$ cat config.mk
export PLATFORM = sky130hd
export DESIGN_NAME = frame_loss_statistics_monitor_flat
export DESIGN_NICKNAME = d
export VERILOG_FILES = /design/src/hdl/flsm_pkg.sv /design/src/hdl/flsm_if.sv /design/src/hdl/flsm_csr.sv /design/src/hdl/flsm_core.sv /design/src/hdl/flsm_rsp_reg.sv /design/src/hdl/frame_loss_statistics_monitor.sv /design/src/flat_wrapper.sv
export SDC_FILE = /design/constraint.sdc
export NUM_CORES = 1
export LEC_CHECK = 0
export ABC_AREA = 1
export BUFFER_PORTS_ARGS = -buffer_cell sky130_fd_sc_hd__buf_2
export CAP_MARGIN = 40
export CORE_MARGIN = 2
export CORE_UTILIZATION = 30
export CTS_BUF_LIST = sky130_fd_sc_hd__clkbuf_4 sky130_fd_sc_hd__clkbuf_8 sky130_fd_sc_hd__clkbuf_16
export DETAILED_ROUTE_END_ITERATION = 6
export PLACE_DENSITY_LB_ADDON = 0.12
export SETUP_SLACK_MARGIN = 0.3
export SKIP_CTS_REPAIR_TIMING = 1
export SLEW_MARGIN = 20
export SYNTH_ARGS = -nofsm -noshare
export SYNTH_HDL_FRONTEND = slang
export SYNTH_HIERARCHICAL = 1
export SYNTH_SLANG_ARGS = --single-unit
export TNS_END_PERCENT = 10
$ cat constraint.sdc
create_clock -name clock -period 30.8 [get_ports clock]
set_clock_uncertainty 0.1 [all_clocks]
set_input_delay 6.16 -clock clock [delete_from_list [all_inputs] [get_ports clock]]
set_output_delay 6.16 -clock clock [all_outputs]
set_load 0.02 [all_outputs]
$ cat src/hdl/flsm_pkg.sv
// ----------------------------------------------------------------------------
// flsm_pkg
// Shared types, codes and saturating helpers for the frame loss monitor.
// ----------------------------------------------------------------------------
package flsm_pkg;

   localparam int TS_WIDTH  = 48;
   localparam int CNT_WIDTH = 32;
   localparam int PEND_WIDTH = 16;
   localparam int THR_WIDTH = 8;
   localparam int APB_DATA_WIDTH = 32;
   localparam int APB_ADDR_WIDTH = 3;

   localparam logic [THR_WIDTH-1:0] THR_RESET = THR_WIDTH'(1);

   typedef enum logic [1:0] {
      KIND_START = 2'd0,
      KIND_STOP  = 2'd1,
      KIND_VSYNC = 2'd2,
      KIND_SWAP  = 2'd3
   } flsm_kind_type;

   // register index decoded from the byte address
   typedef enum logic [0:0] {
      REG_LOSS_RUN_THRESHOLD = 1'b0
   } flsm_reg_type;

   typedef struct packed {
      logic [TS_WIDTH-1:0]  start_time;
      logic [CNT_WIDTH-1:0] duration;
      logic [CNT_WIDTH-1:0] total_frames;
      logic [CNT_WIDTH-1:0] missed_frames;
      logic [CNT_WIDTH-1:0] max_frame_time;
      logic [CNT_WIDTH-1:0] max_missed_run;
   } flsm_result_type;

   function automatic logic [CNT_WIDTH-1:0] sat_inc32(input logic [CNT_WIDTH-1:0] v);
      logic [CNT_WIDTH-1:0] r;
      r = (v == '1) ? v : v + CNT_WIDTH'(1);
      return r;
   endfunction

   function automatic logic [CNT_WIDTH-1:0] sat_diff32(input logic [TS_WIDTH-1:0] later,
                                                       input logic [TS_WIDTH-1:0] earlier);
      logic [TS_WIDTH-1:0]  d;
      logic [CNT_WIDTH-1:0] r;
      d = later - earlier;
      if (later <= earlier) begin
         r = '0;
      end else if (d[TS_WIDTH-1:CNT_WIDTH] != '0) begin
         r = '1;
      end else begin
         r = d[CNT_WIDTH-1:0];
      end
      return r;
   endfunction

endpackage

$ cat src/hdl/flsm_if.sv
// ----------------------------------------------------------------------------
// flsm_req_if / flsm_rsp_if
// Valid/ready channels for event items and report items.
// ----------------------------------------------------------------------------
interface flsm_req_if
   import flsm_pkg::*;
();
   logic                valid;
   logic                ready;
   logic [1:0]          kind;
   logic [TS_WIDTH-1:0] timestamp_ms;

   modport source (output valid, kind, timestamp_ms, input ready);
   modport sink   (input valid, kind, timestamp_ms, output ready);
endinterface

interface flsm_rsp_if
   import flsm_pkg::*;
();
   logic                 valid;
   logic                 ready;
   logic [TS_WIDTH-1:0]  start_time;
   logic [CNT_WIDTH-1:0] duration;
   logic [CNT_WIDTH-1:0] total_frames;
   logic [CNT_WIDTH-1:0] missed_frames;
   logic [CNT_WIDTH-1:0] max_frame_time;
   logic [CNT_WIDTH-1:0] max_missed_run;

   modport source (output valid, start_time, duration, total_frames, missed_frames,
                   max_frame_time, max_missed_run, input ready);
   modport sink   (input valid, start_time, duration, total_frames, missed_frames,
                   max_frame_time, max_missed_run, output ready);
endinterface

$ cat src/hdl/flsm_csr.sv
// ----------------------------------------------------------------------------
// flsm_csr
// APB register file holding the loss run threshold.
// ----------------------------------------------------------------------------
module flsm_csr
   import flsm_pkg::*;
(
   input  logic                      clock,
   input  logic                      reset,
   input  logic                      psel,
   input  logic                      penable,
   input  logic                      pwrite,
   input  logic [APB_ADDR_WIDTH-1:0] paddr,
   input  logic [APB_DATA_WIDTH-1:0] pwdata,
   output logic [APB_DATA_WIDTH-1:0] prdata,
   output logic                      pready,
   output logic [THR_WIDTH-1:0]      threshold
);

   logic [THR_WIDTH-1:0] thr_ff;
   logic [THR_WIDTH-1:0] thr_in;
   flsm_reg_type         reg_sel;

   assign reg_sel = flsm_reg_type'(paddr[APB_ADDR_WIDTH-1]);
   assign pready  = 1'b1;

   always_comb begin
      thr_in = thr_ff;
      if (psel && penable && pwrite && pready) begin
         case (reg_sel)
            REG_LOSS_RUN_THRESHOLD: thr_in = pwdata[THR_WIDTH-1:0];
            default: thr_in = thr_ff;
         endcase
      end
   end

   always_comb begin
      case (reg_sel)
         REG_LOSS_RUN_THRESHOLD: prdata = APB_DATA_WIDTH'(thr_ff);
         default: prdata = '0;
      endcase
   end

   always_ff @(posedge clock) begin
      if (reset) begin
         thr_ff <= THR_RESET;
      end else begin
         thr_ff <= thr_in;
      end
   end

   assign threshold = thr_ff;

endmodule

$ cat src/hdl/flsm_core.sv
// ----------------------------------------------------------------------------
// flsm_core
// Event input register and the monitor state update.
// ----------------------------------------------------------------------------
module flsm_core
   import flsm_pkg::*;
(
   input  logic                 clock,
   input  logic                 reset,
   input  logic [THR_WIDTH-1:0] threshold,
   flsm_req_if.sink             req,
   output logic                 res_valid,
   input  logic                 res_ready,
   output flsm_result_type      result
);

   // input register
   logic                 s1_valid_ff, s1_valid_in;
   flsm_kind_type        s1_kind_ff, s1_kind_in;
   logic [TS_WIDTH-1:0]  s1_ts_ff, s1_ts_in;

   // monitor state
   logic                  mon_ff, mon_in;
   logic                  first_ff, first_in;
   logic [TS_WIDTH-1:0]   start_ff, start_in;
   logic [CNT_WIDTH-1:0]  frame_ff, frame_in;
   logic [CNT_WIDTH-1:0]  miss_ff, miss_in;
   logic [CNT_WIDTH-1:0]  run_ff, run_in;
   logic [CNT_WIDTH-1:0]  longest_run_ff, longest_run_in;
   logic [CNT_WIDTH-1:0]  hit_ff, hit_in;
   logic                  have_prev_ff, have_prev_in;
   logic [TS_WIDTH-1:0]   prev_ts_ff, prev_ts_in;
   logic [CNT_WIDTH-1:0]  longest_iv_ff, longest_iv_in;
   logic [PEND_WIDTH-1:0] pend_ff, pend_in;

   logic                 advance;
   logic [CNT_WIDTH-1:0] thr_wide;

   assign thr_wide  = CNT_WIDTH'(threshold);
   assign res_valid = s1_valid_ff && (s1_kind_ff == KIND_STOP) && mon_ff && (miss_ff != '0);
   assign advance   = !res_valid || res_ready;
   assign req.ready = advance;

   always_comb begin
      s1_valid_in = s1_valid_ff;
      s1_kind_in  = s1_kind_ff;
      s1_ts_in    = s1_ts_ff;
      if (advance) begin
         s1_valid_in = req.valid;
         s1_kind_in  = flsm_kind_type'(req.kind);
         s1_ts_in    = req.timestamp_ms;
      end
   end

   always_comb begin
      result.start_time     = start_ff;
      result.duration       = sat_diff32(s1_ts_ff, start_ff);
      result.total_frames   = frame_ff;
      result.missed_frames  = miss_ff;
      result.max_frame_time = longest_iv_ff;
      result.max_missed_run = longest_run_ff;
   end

   always_comb begin
      logic [CNT_WIDTH-1:0] run_v;
      logic [CNT_WIDTH-1:0] hit_v;
      logic [CNT_WIDTH-1:0] iv;
      mon_in         = mon_ff;
      first_in       = first_ff;
      start_in       = start_ff;
      frame_in       = frame_ff;
      miss_in        = miss_ff;
      run_in         = run_ff;
      longest_run_in = longest_run_ff;
      hit_in         = hit_ff;
      have_prev_in   = have_prev_ff;
      prev_ts_in     = prev_ts_ff;
      longest_iv_in  = longest_iv_ff;
      pend_in        = pend_ff;
      run_v          = run_ff;
      hit_v          = hit_ff;
      iv             = sat_diff32(s1_ts_ff, prev_ts_ff);
      if (s1_valid_ff && advance) begin
         case (s1_kind_ff)
            KIND_START: begin
               if (!mon_ff) begin
                  mon_in   = 1'b1;
                  start_in = s1_ts_ff;
               end
            end
            KIND_STOP: begin
               // a report, if any, is taken from the current state this cycle
               if (mon_ff) begin
                  mon_in         = 1'b0;
                  first_in       = 1'b0;
                  start_in       = '0;
                  frame_in       = '0;
                  miss_in        = '0;
                  run_in         = '0;
                  longest_run_in = '0;
                  hit_in         = '0;
                  have_prev_in   = 1'b0;
                  prev_ts_in     = '0;
                  longest_iv_in  = '0;
                  pend_in        = '0;
               end
            end
            KIND_VSYNC: begin
               if (mon_ff) begin
                  frame_in = sat_inc32(frame_ff);
                  if (first_ff) begin
                     if (pend_ff == '0) begin
                        miss_in = sat_inc32(miss_ff);
                        run_v   = sat_inc32(run_ff);
                        if (hit_ff <= thr_wide) begin
                           hit_in = '0;
                        end
                     end else begin
                        hit_v   = sat_inc32(hit_ff);
                        hit_in  = hit_v;
                        if (hit_v > thr_wide) begin
                           run_v = '0;
                        end
                        pend_in = pend_ff - PEND_WIDTH'(1);
                     end
                     run_in = run_v;
                     if (run_v > longest_run_ff) begin
                        longest_run_in = run_v;
                     end
                  end
               end
            end
            KIND_SWAP: begin
               if (mon_ff) begin
                  first_in = 1'b1;
                  if (pend_ff != '1) begin
                     pend_in = pend_ff + PEND_WIDTH'(1);
                  end
                  have_prev_in = 1'b1;
                  prev_ts_in   = s1_ts_ff;
                  if (have_prev_ff && (iv > longest_iv_ff)) begin
                     longest_iv_in = iv;
                  end
               end
            end
            default: begin
               mon_in = mon_ff;
            end
         endcase
      end
   end

   always_ff @(posedge clock) begin
      if (reset) begin
         s1_valid_ff    <= 1'b0;
         mon_ff         <= 1'b0;
         first_ff       <= 1'b0;
         start_ff       <= '0;
         frame_ff       <= '0;
         miss_ff        <= '0;
         run_ff         <= '0;
         longest_run_ff <= '0;
         hit_ff         <= '0;
         have_prev_ff   <= 1'b0;
         prev_ts_ff     <= '0;
         longest_iv_ff  <= '0;
         pend_ff        <= '0;
      end else begin
         s1_valid_ff    <= s1_valid_in;
         mon_ff         <= mon_in;
         first_ff       <= first_in;
         start_ff       <= start_in;
         frame_ff       <= frame_in;
         miss_ff        <= miss_in;
         run_ff         <= run_in;
         longest_run_ff <= longest_run_in;
         hit_ff         <= hit_in;
         have_prev_ff   <= have_prev_in;
         prev_ts_ff     <= prev_ts_in;
         longest_iv_ff  <= longest_iv_in;
         pend_ff        <= pend_in;
      end
   end

   always_ff @(posedge clock) begin
      s1_kind_ff <= s1_kind_in;
      s1_ts_ff   <= s1_ts_in;
   end

`ifndef SYNTHESIS
   a_idle_clear: assert property (@(posedge clock) disable iff (reset)
      !mon_ff |-> (frame_ff == '0 && miss_ff == '0 && pend_ff == '0 && !first_ff))
      else $error("monitor idle with live counters");

   a_run_bounded: assert property (@(posedge clock) disable iff (reset)
      run_ff <= longest_run_ff)
      else $error("current miss run above longest run");

   a_miss_after_swap: assert property (@(posedge clock) disable iff (reset)
      (miss_ff != '0) |-> first_ff)
      else $error("missed frame counted before first swap");

   a_stop_cleared: assert property (@(posedge clock) disable iff (reset)
      (s1_valid_ff && advance && s1_kind_ff == KIND_STOP) |=> !mon_ff)
      else $error("stop did not disarm monitor");
`endif

endmodule

$ cat src/hdl/flsm_rsp_reg.sv
// ----------------------------------------------------------------------------
// flsm_rsp_reg
// Result register between the state update and the report channel.
// ----------------------------------------------------------------------------
module flsm_rsp_reg
   import flsm_pkg::*;
(
   input  logic            clock,
   input  logic            reset,
   input  logic            res_valid,
   output logic            res_ready,
   input  flsm_result_type result,
   flsm_rsp_if.source      rsp
);

   logic            out_valid_ff, out_valid_in;
   flsm_result_type out_data_ff, out_data_in;
   logic            load;

   assign res_ready = !out_valid_ff || rsp.ready;
   assign load      = res_valid && res_ready;

   always_comb begin
      out_valid_in = out_valid_ff;
      out_data_in  = out_data_ff;
      if (load) begin
         out_valid_in = 1'b1;
         out_data_in  = result;
      end else if (rsp.ready) begin
         out_valid_in = 1'b0;
      end
   end

   always_ff @(posedge clock) begin
      if (reset) begin
         out_valid_ff <= 1'b0;
      end else begin
         out_valid_ff <= out_valid_in;
      end
   end

   always_ff @(posedge clock) begin
      out_data_ff <= out_data_in;
   end

   assign rsp.valid          = out_valid_ff;
   assign rsp.start_time     = out_data_ff.start_time;
   assign rsp.duration       = out_data_ff.duration;
   assign rsp.total_frames   = out_data_ff.total_frames;
   assign rsp.missed_frames  = out_data_ff.missed_frames;
   assign rsp.max_frame_time = out_data_ff.max_frame_time;
   assign rsp.max_missed_run = out_data_ff.max_missed_run;

endmodule

$ cat src/hdl/frame_loss_statistics_monitor.sv
// ----------------------------------------------------------------------------
// frame_loss_statistics_monitor
// Counts vsyncs, missed frames, miss runs and swap intervals between start
// and stop events, and reports them on stop when any frame was missed.
// ----------------------------------------------------------------------------
// One event item is taken every cycle. An item is registered in the input
// register at its accepting edge and updates the monitor state at the edge on
// which it leaves that register; a report from a stop is loaded into the result
// register at that same edge and is offered on the report channel from the
// following cycle. Event intake pauses only while a report sits in the result
// register with report ready low and a second reporting stop is waiting in the
// input register.
// The loss run threshold sits at byte address 0 of the APB port (reset 1).
module frame_loss_statistics_monitor
   import flsm_pkg::*;
(
   input  logic                      clock,
   input  logic                      reset,
   flsm_req_if.sink                  req_ch,
   flsm_rsp_if.source                rsp_ch,
   input  logic                      psel,
   input  logic                      penable,
   input  logic                      pwrite,
   input  logic [APB_ADDR_WIDTH-1:0] paddr,
   input  logic [APB_DATA_WIDTH-1:0] pwdata,
   output logic [APB_DATA_WIDTH-1:0] prdata,
   output logic                      pready
);

   logic [THR_WIDTH-1:0] threshold;
   logic                 res_valid;
   logic                 res_ready;
   flsm_result_type      result;

   flsm_csr u_csr (
      .clock     (clock),
      .reset     (reset),
      .psel      (psel),
      .penable   (penable),
      .pwrite    (pwrite),
      .paddr     (paddr),
      .pwdata    (pwdata),
      .prdata    (prdata),
      .pready    (pready),
      .threshold (threshold)
   );

   flsm_core u_core (
      .clock     (clock),
      .reset     (reset),
      .threshold (threshold),
      .req       (req_ch),
      .res_valid (res_valid),
      .res_ready (res_ready),
      .result    (result)
   );

   flsm_rsp_reg u_rsp_reg (
      .clock     (clock),
      .reset     (reset),
      .res_valid (res_valid),
      .res_ready (res_ready),
      .result    (result),
      .rsp       (rsp_ch)
   );

endmodule

$ cat src/flat_wrapper.sv
// flat-port wrapper written by rule: the top's interface ports become plain ports
module frame_loss_statistics_monitor_flat import flsm_pkg::*;
  (clock, reset, psel, penable, pwrite, paddr, pwdata, prdata, pready, req_ch_valid, req_ch_kind, req_ch_timestamp_ms, req_ch_ready, rsp_ch_valid, rsp_ch_start_time, rsp_ch_duration, rsp_ch_total_frames, rsp_ch_missed_frames, rsp_ch_max_frame_time, rsp_ch_max_missed_run, rsp_ch_ready);
  flsm_req_if req_ch_i ();
  flsm_rsp_if rsp_ch_i ();
  input  logic clock;
  input  logic reset;
  input  logic psel;
  input  logic penable;
  input  logic pwrite;
  input  logic [APB_ADDR_WIDTH-1:0] paddr;
  input  logic [APB_DATA_WIDTH-1:0] pwdata;
  output logic [APB_DATA_WIDTH-1:0] prdata;
  output logic pready;
  input wire logic [$bits(req_ch_i.valid)-1:0] req_ch_valid;
  input wire logic [$bits(req_ch_i.kind)-1:0] req_ch_kind;
  input wire logic [$bits(req_ch_i.timestamp_ms)-1:0] req_ch_timestamp_ms;
  output wire logic [$bits(req_ch_i.ready)-1:0] req_ch_ready;
  output wire logic [$bits(rsp_ch_i.valid)-1:0] rsp_ch_valid;
  output wire logic [$bits(rsp_ch_i.start_time)-1:0] rsp_ch_start_time;
  output wire logic [$bits(rsp_ch_i.duration)-1:0] rsp_ch_duration;
  output wire logic [$bits(rsp_ch_i.total_frames)-1:0] rsp_ch_total_frames;
  output wire logic [$bits(rsp_ch_i.missed_frames)-1:0] rsp_ch_missed_frames;
  output wire logic [$bits(rsp_ch_i.max_frame_time)-1:0] rsp_ch_max_frame_time;
  output wire logic [$bits(rsp_ch_i.max_missed_run)-1:0] rsp_ch_max_missed_run;
  input wire logic [$bits(rsp_ch_i.ready)-1:0] rsp_ch_ready;
  assign req_ch_i.valid = req_ch_valid;
  assign req_ch_i.kind = req_ch_kind;
  assign req_ch_i.timestamp_ms = req_ch_timestamp_ms;
  assign req_ch_ready = req_ch_i.ready;
  assign rsp_ch_valid = rsp_ch_i.valid;
  assign rsp_ch_start_time = rsp_ch_i.start_time;
  assign rsp_ch_duration = rsp_ch_i.duration;
  assign rsp_ch_total_frames = rsp_ch_i.total_frames;
  assign rsp_ch_missed_frames = rsp_ch_i.missed_frames;
  assign rsp_ch_max_frame_time = rsp_ch_i.max_frame_time;
  assign rsp_ch_max_missed_run = rsp_ch_i.max_missed_run;
  assign rsp_ch_i.ready = rsp_ch_ready;
  frame_loss_statistics_monitor u_core (.clock(clock), .reset(reset), .req_ch(req_ch_i), .rsp_ch(rsp_ch_i), .psel(psel), .penable(penable), .pwrite(pwrite), .paddr(paddr), .pwdata(pwdata), .prdata(prdata), .pready(pready));
endmodule
==> results.yml <==
run_status:
  status: "completed"
sta:
  finalSetupTns_ps: 0
  rsz0062_at_grt: "false"
  tightest_slew_ps: 830.4
  max_freq_ghz: 0.07457
  drv_slew: 0
  min_period_over_period_pct: 43.54
  final-setup-viol-count: 0
  period_needed_ps: 13410
  slew_headroom_pct: 44.64
  finalHoldViolCount: 0
clock_network:
  cts_max_level: 3
  cts_inserted_buffers: 73
  cts_root_buffer: "clkbuf_16"
  clkSlewWorstSetupHoldPaths_ps: 50
  clock_path_buffers: 3
  clk-insertion-delay-late_ps: 670
  cts_tree: "built"
  clkSinkCount: 574
worst_setup_path:
  rr_endpoint: "u_core/u_core/longest_run_ff[1]$_SDFFE_PP0P_"
  path_cells: "buf_2 -> inv_2 -> nand2_2 -> nand3b_4 -> buf_4 -> buf_2"
  critPathTopFamily: "buffers and inverters"
  worst_r2r_startpoint: "u_core/u_core/hit_ff[0]$_SDFFE_PP0P_"
  r2r_slack_ps: 22890
  slowest_stage: "buf_4"
  cpPeakStageDelay_ps: 350
  required_ps: 24540
  cp_max_fo: 20
  r2r_cells: 37
  startpoint_type: "input port"
  crit_type: "input port to output pin"
  arrival_ps: 7150
  crit_top_cell: "buf_2"
  crit_buf_inv: 4
  end_kind: "output pin"
pwr:
  clkPwrFrac_pct: 48.3
  powerDensity_nw_per_um2: 47.20
  leakage_nw: 17.41
  pwr-share-seq_pct: 41.8
  combPwrFrac_pct: 9.8
  internal_power_w: 0.001429
  switching_share_pct: 26.26
  vdd_drop_max_uv: 35.38
  switching_power_w: 0.0005088
routing:
  wire_per_inst_um: 17.45
  final_antenna_net_count: 0
  drt_iter0_markers: 2226
  avgViaCountPerCell: 4.709
  routed_wl_um: 118800
  drcViolationCount: 0
  vias: 32060
  dr.pass1.iters: 5
synth:
  synth_seq_area_share_pct: 39.80
  synth_top_area_share_pct: 21.91
  synth_common_cells: "nand2_1 (1397), inv_1 (737), a21oi_1 (465), nor2_1 (444), dfxtp_1 (316)"
  syn_avg_cell_area_um2: 7.138
  synth_edf_count: 258
  synth.distinct_cells: 61
  syn_inst: 4954
  yosys.area.top_type: "edfxtp_1"
  synthFlopType: "dfxtp_1"
  ys_ff_latch: 574
  syn-cell-area_um2: 35360
  synth.area.top_cells: "edfxtp_1 (22%), dfxtp_1 (18%), nand2_1 (15%), inv_1 (7.8%), ha_1 (6.9%)"
  ys.warnings.count: 6
  synthArstFlopShare_pct: 0
  synth_most_common_cell: "nand2_1"
placement:
  dpl.cell_count: 6665
  port_buffers: 283
  gp_congestion: 0.9242
  hpwl_um: 91150
final_layout:
  nets: 5507
  area_growth_syn_to_layout_pct: 16.10
  fillers: 12620
  drive_gt1_share_pct: 10.71
  stdcell_count: 6808
global_routing:
  grt_pass1_wl_um: 181400
  grt.total_usage_pct: 19.28
  grt_pass1_vias: 30280
  grt_overflow: 0
  antenna_found_initial: 12
  grt_max_degree: 87
hold_path:
  hp-class: "flip-flop to flip-flop"
  hold_start: "u_core/u_core/longest_run_ff[5]$_SDFFE_PP0P_"
  whs_path_depth: 0
  hold_end: "u_core/u_rsp_reg/rsp.max_missed_run[5]$_DFFE_PP_"
die:
  die_h_um: 347.3
  die_area_um2: 120600
  io_pins: 335
  die_width_um: 347.3
  start_util_pct: 30.35
  num_rows: 125
  coreArea_um2: 116500
job:
  drv_cap: 0
cell usage in the layout, fill, tap and decap left out, types with 6 or more instances in the layout:
| master | count |
|---|---|
| o21ai_0 | 139 |
| dfxtp_1 | 316 |
| clkbuf_16 | 76 |
| nor2_1 | 442 |
| buf_2 | 282 |
| xor2_1 | 55 |
| conb_1 | 25 |
| edfxtp_1 | 258 |
| nand3_1 | 297 |
| o21a_1 | 15 |
| diode_2 | 8 |
| clkinv_2 | 8 |
| nor2_4 | 9 |
| clkbuf_8 | 9 |
| clkinv_1 | 10 |
| a31oi_1 | 11 |
| ha_1 | 195 |
| nand3b_1 | 7 |
| inv_1 | 736 |
| a22oi_1 | 12 |
| inv_2 | 14 |
| a21o_1 | 11 |
| a211oi_1 | 6 |
| buf_4 | 27 |
| xnor2_1 | 60 |
| nor3_1 | 89 |
| nor4_1 | 34 |
| clkbuf_4 | 13 |
| nand4_1 | 88 |
| a21boi_0 | 7 |
| nand2_1 | 1397 |
| or2_2 | 18 |
| nor2_2 | 14 |
| bufinv_16 | 10 |
| nand2_2 | 43 |
| a21oi_1 | 464 |
cell type report:
type / count / area [um2] / area share (%)
Antenna cell: 8 / 20.02 / 0.04876
Clock buffer: 97 / 2110 / 5.138
Clock inverter: 37 / 531.8 / 1.295
Inverter: 753 / 2829 / 6.891
Multi-Input combinational cell: 3496 / 17800 / 43.35
Sequential cell: 574 / 14070 / 34.28
Tap cell: 1524 / 1907 / 4.645
Timing Repair Buffer: 319 / 1787 / 4.352
power groups by stage:
stage | clock network [W] | registers, W | logic, W
detailed placement | 0 | 0.000827 | 0.000190
global placement | 0 | 0.000827 | 0.000189
CTS | 0.000969 | 0.000811 | 0.000191
global route | 0.000999 | 0.000811 | 0.000214
finish | 0.000937 | 0.000810 | 0.000191
floorplan | 0 | 0.000820 | 0.000133
per-layer routing:
metal  part of all wire, %  GRT usage [%]
met5                 0.022              0
met4                   2.3          4.800
met3                   5.0          3.078
met2                    44          30.47
met1                    48          27.31
worst max path at each step:
stage	startpoint	to	slack (ps)	cells past startpoint
after floorplan	rsp_ch_ready	u_core/u_rsp_reg/rsp.duration[0]$_DFFE_PP_	13790	2
after global placement	rsp_ch_ready	req_ch_ready	17390	6
after detailed placement	rsp_ch_ready	req_ch_ready	17400	6
after CTS	rsp_ch_ready	req_ch_ready	17390	6
after global routing	rsp_ch_ready	req_ch_ready	17360	6
final	rsp_ch_ready	req_ch_ready	17390	6
sequential cells by signal (all words and copies together), names as in the netlist, 2 cells and up:
| name | flops |
|---|---|
| u_core/u_core/prev_ts_ff | 48 |
| u_core/u_core/run_ff | 32 |
| u_core/u_rsp_reg/rsp.duration | 32 |
| u_core/u_rsp_reg/rsp.total_frames | 32 |
| u_core/u_core/hit_ff | 32 |
| u_core/u_csr/threshold | 8 |
| u_core/u_core/frame_ff | 32 |
| u_core/u_core/start_ff | 48 |
| u_core/u_rsp_reg/rsp.max_missed_run | 32 |
| u_core/u_rsp_reg/rsp.start_time | 48 |
| u_core/u_core/miss_ff | 32 |
| u_core/u_core/longest_iv_ff | 32 |
| u_core/u_core/pend_ff | 16 |
| u_core/u_core/longest_run_ff | 32 |
| u_core/u_rsp_reg/rsp.missed_frames | 32 |
| u_core/u_core/s1_kind_ff | 2 |
| u_core/u_rsp_reg/rsp.max_frame_time | 32 |
| u_core/u_core/s1_ts_ff | 48 |
cell families after synthesis:
family / count (synthesis) / share of synthesized area (%)
adders and majority gates: 198 / 7.070
xor gates and xnor gates: 115 / 2.848
AOI/OAI and AO/OA: 693 / 10.45
buffers and inverters: 907 / 10.21
DFF: 574 / 39.80
other: 2 / 0.02124
and+or+nand+nor: 2465 / 29.61
per-stage QoR:
| step | utilization [%] | total power (W) | instance area [um2] | hold WS (ps) | setup WS [ps] |
|---|---|---|---|---|---|
| floorplan | - | 0.0009531 | 35450 | 306.4 | 13790 |
| global placement | 32.82 | 0.001016 | 38240 | 315.7 | 17390 |
| detailed placement | 32.93 | 0.001017 | 38370 | 315.5 | 17400 |
| CTS | 35.19 | 0.001971 | 41010 | 329.7 | 17390 |
| global route | 35.22 | 0.002024 | 41040 | 338.5 | 17360 |
| finish | 35.24 | 0.001938 | 41060 | 324.1 | 17390 |
Power figures use the tool's default switching activity.
